--- config.mk ---
export PLATFORM = sky130hd
export DESIGN_NAME = rv64alu_front
export DESIGN_NICKNAME = d
export VERILOG_FILES = /design/src/rtl/core/rv64alu_pkg.sv /design/src/rtl/core/rv64alu_front.sv
export SDC_FILE = /design/constraint.sdc
export NUM_CORES = 1
export LEC_CHECK = 0
export BUFFER_PORTS_ARGS = -buffer_cell sky130_fd_sc_hd__buf_4
export CORE_UTILIZATION = 59
export CTS_BUF_LIST = sky130_fd_sc_hd__clkbuf_2 sky130_fd_sc_hd__clkbuf_4 sky130_fd_sc_hd__clkbuf_8
export DETAILED_ROUTE_END_ITERATION = 6
export HOLD_SLACK_MARGIN = 0.05
export PLACE_DENSITY = 0.8
export SLEW_MARGIN = 20
export SYNTH_ARGS = -nofsm -noshare
export SYNTH_HDL_FRONTEND = slang
export SYNTH_SLANG_ARGS = --single-unit
--- constraint.sdc ---
create_clock -name clk -period 5.25 [get_ports clk]
set_input_delay 0 -clock clk [delete_from_list [all_inputs] [get_ports clk]]
set_output_delay 0 -clock clk [all_outputs]
set_load 0.02 [all_outputs]
--- src/rtl/core/rv64alu_pkg.sv ---
package rv64alu_pkg;

  typedef enum logic [5:0] {
    OP_ADD    = 6'd0,
    OP_ADDI   = 6'd1,
    OP_ADDIW  = 6'd2,
    OP_ADDW   = 6'd3,
    OP_AND    = 6'd4,
    OP_ANDI   = 6'd5,
    OP_DIV    = 6'd6,
    OP_DIVU   = 6'd7,
    OP_DIVUW  = 6'd8,
    OP_DIVW   = 6'd9,
    OP_LUI    = 6'd10,
    OP_MUL    = 6'd11,
    OP_MULW   = 6'd12,
    OP_MULH   = 6'd13,
    OP_MULHSU = 6'd14,
    OP_MULHU  = 6'd15,
    OP_SLTU   = 6'd16,
    OP_SLLIW  = 6'd17,
    OP_SLL    = 6'd18,
    OP_SLLI   = 6'd19,
    OP_SLLW   = 6'd20,
    OP_SLT    = 6'd21,
    OP_SLTI   = 6'd22,
    OP_SLTIU  = 6'd23,
    OP_SRL    = 6'd24,
    OP_SRLI   = 6'd25,
    OP_SRLIW  = 6'd26,
    OP_SRLW   = 6'd27,
    OP_SRA    = 6'd28,
    OP_SRAI   = 6'd29,
    OP_SRAIW  = 6'd30,
    OP_SRAW   = 6'd31,
    OP_SUB    = 6'd32,
    OP_SUBW   = 6'd33,
    OP_REM    = 6'd34,
    OP_REMU   = 6'd35,
    OP_REMW   = 6'd36,
    OP_REMUW  = 6'd37,
    OP_ORI    = 6'd38,
    OP_XORI   = 6'd39,
    OP_XOR    = 6'd40,
    OP_OR     = 6'd41
  } op_t;

  typedef enum logic [1:0] {
    CLS_ALU,
    CLS_MUL,
    CLS_DIV
  } cls_t;

  typedef enum logic [1:0] {
    BK_RUN,
    BK_MUL,
    BK_DIV
  } bk_state_t;

  typedef struct packed {
    op_t         op;
    cls_t        cls;
    logic        known;
    logic [63:0] a;
    logic [63:0] b;
    logic [4:0]  dest;
  } dec_t;

  typedef struct packed {
    logic mul_busy;
    logic div_busy;
  } bk_stat_t;

  function automatic logic [63:0] sx32(input logic [63:0] x);
    sx32 = {{32{x[31]}}, x[31:0]};
  endfunction

endpackage

--- src/rtl/core/rv64alu_front.sv ---
module rv64alu_front #(
  parameter int QDEPTH = 4
) (
  input  logic               clk,
  input  logic               rst,
  input  logic               push,
  output logic               full,
  input  logic [5:0]         req_type,
  input  logic [63:0]        src1,
  input  logic [63:0]        src2,
  input  logic signed [11:0] imm_i,
  input  logic signed [31:0] imm_u,
  input  logic [4:0]         dest_in,
  output rv64alu_pkg::dec_t  head,
  output logic               head_valid,
  input  logic               head_pop
);

  localparam int PW = (QDEPTH > 1) ? $clog2(QDEPTH) : 1;
  localparam int CW = $clog2(QDEPTH + 1);
  localparam logic [PW-1:0] LAST = PW'(QDEPTH - 1);
  localparam logic [CW-1:0] FULLCNT = CW'(QDEPTH);

  rv64alu_pkg::dec_t dec;
  rv64alu_pkg::dec_t mem [QDEPTH];
  logic [PW-1:0] wr_ptr, rd_ptr;
  logic [CW-1:0] count;
  logic          wr, rd;
  logic [63:0]   ii, ui;

  // decode: pick operand B, pre-extend W divide operands, classify
  always_comb begin
    ii = {{52{imm_i[11]}}, imm_i};
    ui = {{32{imm_u[31]}}, imm_u};
    dec.op    = rv64alu_pkg::op_t'(req_type);
    dec.known = (req_type <= rv64alu_pkg::OP_OR);
    dec.dest  = dec.known ? dest_in : 5'd0;
    dec.a     = src1;
    dec.b     = src2;
    dec.cls   = rv64alu_pkg::CLS_ALU;
    case (dec.op) inside
      rv64alu_pkg::OP_ADDI, rv64alu_pkg::OP_ADDIW, rv64alu_pkg::OP_ANDI,
      rv64alu_pkg::OP_SLLIW, rv64alu_pkg::OP_SLLI, rv64alu_pkg::OP_SLTI,
      rv64alu_pkg::OP_SLTIU, rv64alu_pkg::OP_SRLI, rv64alu_pkg::OP_SRLIW,
      rv64alu_pkg::OP_SRAI, rv64alu_pkg::OP_SRAIW, rv64alu_pkg::OP_ORI,
      rv64alu_pkg::OP_XORI: begin
        dec.b = ii;
      end
      rv64alu_pkg::OP_LUI: begin
        dec.b = ui;
      end
      rv64alu_pkg::OP_MUL, rv64alu_pkg::OP_MULW, rv64alu_pkg::OP_MULH,
      rv64alu_pkg::OP_MULHSU, rv64alu_pkg::OP_MULHU: begin
        dec.cls = rv64alu_pkg::CLS_MUL;
      end
      rv64alu_pkg::OP_DIVW, rv64alu_pkg::OP_REMW: begin
        dec.cls = rv64alu_pkg::CLS_DIV;
        dec.a   = rv64alu_pkg::sx32(src1);
        dec.b   = rv64alu_pkg::sx32(src2);
      end
      rv64alu_pkg::OP_DIVUW, rv64alu_pkg::OP_REMUW: begin
        dec.cls = rv64alu_pkg::CLS_DIV;
        dec.a   = {32'd0, src1[31:0]};
        dec.b   = {32'd0, src2[31:0]};
      end
      rv64alu_pkg::OP_DIV, rv64alu_pkg::OP_DIVU, rv64alu_pkg::OP_REM,
      rv64alu_pkg::OP_REMU: begin
        dec.cls = rv64alu_pkg::CLS_DIV;
      end
      default: begin
        dec.cls = rv64alu_pkg::CLS_ALU;
      end
    endcase
  end

  assign full       = (count == FULLCNT);
  assign head_valid = (count != '0);
  assign wr         = push && !full;
  assign rd         = head_pop && head_valid;
  assign head       = mem[rd_ptr];

  always_ff @(posedge clk) begin
    if (wr) begin
      mem[wr_ptr] <= dec;
    end
  end

  always_ff @(posedge clk) begin
    if (rst) begin
      wr_ptr <= '0;
      rd_ptr <= '0;
      count  <= '0;
    end else begin
      if (wr) begin
        wr_ptr <= (wr_ptr == LAST) ? '0 : wr_ptr + 1'b1;
      end
      if (rd) begin
        rd_ptr <= (rd_ptr == LAST) ? '0 : rd_ptr + 1'b1;
      end
      if (wr && !rd) begin
        count <= count + 1'b1;
      end else if (rd && !wr) begin
        count <= count - 1'b1;
      end
    end
  end

endmodule

==> metrics.md <==
| Metric | Value |
|---|---|
| Clock Pin Slew Worst Setup and Hold Paths | roughly 60 ps |
| I/O pin count | 331 |
| WL final | 51100 um |
| Post-CTS Hold Fix Bufs | between 150 and 200 |
| Synth area leaders | edfxtp_1 (76%), mux4_2 (14%), nand2_1 (2.8%) |
| Total CTS buffers | 90 |
| Fin crit period | 3310 ps |
| Overall fraction of global-route tracks in use | between 20% and 30% |
| Synth area leader | edfxtp_1 |
| Post-Synthesis Cells | 1117 |
| Root Driver | clkbuf_8 |
| Hold WC Path Type | in -> reg |
| Final Hold Vio Count | 0 |
| # DRC | 0 |
| Setup TNS | 0 ps |
| Largest net degree at the start of global routing | 143 |
| Die Wd | 197 um |
| Setup crit end kind | flop |
| Maximum VDD drop | 0.350 mV |
| PortBufs | 330 |
| Grt ovf | 0 |
| Sw Pwr | 3.64 mW |
| Hold depth | 2 |
| Switching Share | between 20 and 30% |
| Initial antenna violation count | 3 |
| H-tree levels | 3 |
| Hold slack | 125 ps |
| Count leader, synth | edfxtp_1 |
| Syn Nets | 1311 |
| Vias post-DR | about 13000 |
| Comb power frac | ~27% |
| Status | finished clean |
| CORE AREA | 37600 um2 |
| Clk sinks | about 580 |
| RSZ-0062 raised after global routing | no |
| Clock power share | 27.7% |
| Insertion delay to the later sink of the worst-skew pair | 630 ps |
| Fmax | 302 MHz |
| DRT iter0 DRCs | 1011 |
| Critical Path RT | 5610 ps |
| Finished Layout Cells | roughly 2200 |
| Post-CTS Setup Bufs | 0 |
| Synth Cell Area | 22400 um2 |
| Area Growth Syn to Fin | 28.9% |
| DRT antenna net count | 0 |
| Slew HR | a little over a quarter |
| Height of the die | 197 um |
| DR WL/cell | 22.8 um |
| R2R depth | 4 |
| Worst-path maximum fanout | 45 |
| Pre-antenna DRT Iters | 7 |
| FP Rows | 71 |
| Final period util | 63.1% |
| Post-synthesis area per instance | 20.1 um2 |
| Worst Path Arrival | 3670 ps |
| Worst-Margin Slew | 1090 ps |
| Max Cap Viol | 0 |
| Flop pwr share | 45.4% |
| Vias in the first global route | 13359 |
| Post-CTS sizing | 0 |
| Maximum clock insertion buffer count | 3 |
| Register area share after synthesis | 76.8% |
| Layout cells sized above 1 | 37.4% |
| Synth top area share | about three quarters |
| Drt via density | 5.77 |
| Slew Limit Fails | 0 |
| Post-Route Skew | between 20 and 25 ps |
| P_int | 9.10 mW |
| Critical path class | in -> reg |
| FF+latch count, synth | 577 |
| Starting Density | 59.7% |
| Synth Flop Type | edfxtp_1 |
| DP Wirelength | 28000 um |
| Pwr Density | 440 nW/um2 |
| DP Area | ~25000 um2 |
| CTS tree | built |
| Die Area | slightly below 40000 um2 |
| Post-synth EDFFs | 568 |
| Synth top cells by count | edfxtp_1 (568), nand2_1 (166), mux4_2 (142) |
| Final Setup Violations | 0 |
| Crit path launch type | input pin |
| Synth warn | 0 |
| Post-synth ARST share | 0% |
| Synth unique cells | 48 |
| DP Cell Count | 1907 |
| Fill count | 1985 |
| RD Place Congestion | just over 0.8 |
| First-pass GRT wire length | 76700 um |
| Final Core Density | just under 80% |
| Nets | 1859 |
| Leak | between 10 and 15 nW |
| Post-route cell area | around 29000 um2 |
==> cells by family (layout without fill, tap and decap cells) <==
group / after synthesis / count (layout) / synth area share [%]
compound gates: 83 / 83 / 2.49
xor+xnor: 5 / 5 / 0.195
fa+ha+maj: 7 / 7 / 0.424
simple gates: 224 / 224 / 4.18
other cells: 0 / 3 / 0
mux: 147 / 147 / 14.5
buf+inv: 74 / 681 / 1.46
flops: 577 / 577 / 76.8
==> flip-flops by register name (all words and copies together) (netlist names), named ones only <==
name / cells
count: 3
mem: 568
rd_ptr: 2
wr_ptr: 2
==> final cells by class <==
class	count	area, um2	area share, %
Inverter	7	26.3	0.0908
Clock buffer	124	1520	5.25
Multi-Input combinational cell	466	4900	17.0
Timing Repair Buffer	523	4440	15.4
Clock inverter	27	143	0.493
Sequential cell	577	17200	59.6
Tap cell	511	639	2.21
Antenna cell	3	7.51	0.0260
==> stage by stage <==
| stage | setup slack [ps] | power, mW |
|---|---|---|
| 2_1_floorplan | 548 | 7.88 |
| 3_3_place_gp | 2180 | 9.13 |
| 6_report | 1940 | 12.7 |
| 5_1_grt | 1830 | 13.2 |
| 3_5_place_dp | 2160 | 9.17 |
| 4_1_cts | 2030 | 12.8 |
==> placed cells by master (no fill, tap or decap), types with 4 or more instances in the layout <==
cell,Yosys,final
a31oi_1,31,31
dlygate4sd3_1,0,177
clkinv_2,0,8
edfxtp_1,568,568
and2_4,0,4
inv_1,7,7
mux4_2,142,142
clkbuf_4,0,30
nand3_1,6,5
nor2_1,21,21
mux2i_1,4,4
nand2_1,166,166
a21oi_2,10,10
nor2b_1,5,5
buf_12,0,6
dfxtp_1,9,7
and2_1,10,6
clkbuf_8,0,94
clkinv_1,0,17
ha_1,6,6
buf_4,2,340
a21oi_1,24,24
==> power by group through the flow <==
stage               Clock [mW]  Sequential [mW]  Combinational, mW
floorplan                    0             5.85               2.03
global placement             0             5.85               3.28
global route              3.78             5.83               3.61
finish                    3.54             5.79               3.42
detailed placement           0             5.88               3.29
CTS                       3.57             5.79               3.43
==> critical path: stages <==
cell,delay [ps]
dlygate4sd3_1,530
buf_4,200
mux2_2,350
nor3b_1,430
a221oi_4,130
buf_4,310
nor2_4,880
a31oi_1,140
dlygate4sd3_1,680
==> path summary, 6_finish.rpt <==
check	from	to	slack [ps]
max reg2reg	count[0]	mem[2][75]	2380
min reg2reg	rd_ptr[1]	flop	470
min	src1[10]	mem[3][79]	130
max	req_type[4]	mem[3][17]	1940
==> layer usage <==
layer / vias up / share of wire, % / track usage (%)
met1: 6558 / 38 / 35.2
li1: 5624 / - / -
met2: 640 / 50 / 44.3
met4: 0 / 2.5 / 9.27
met5: - / 0 / 0
met3: 89 / 8.8 / 6.97
Power figures use the tool's default switching activity.
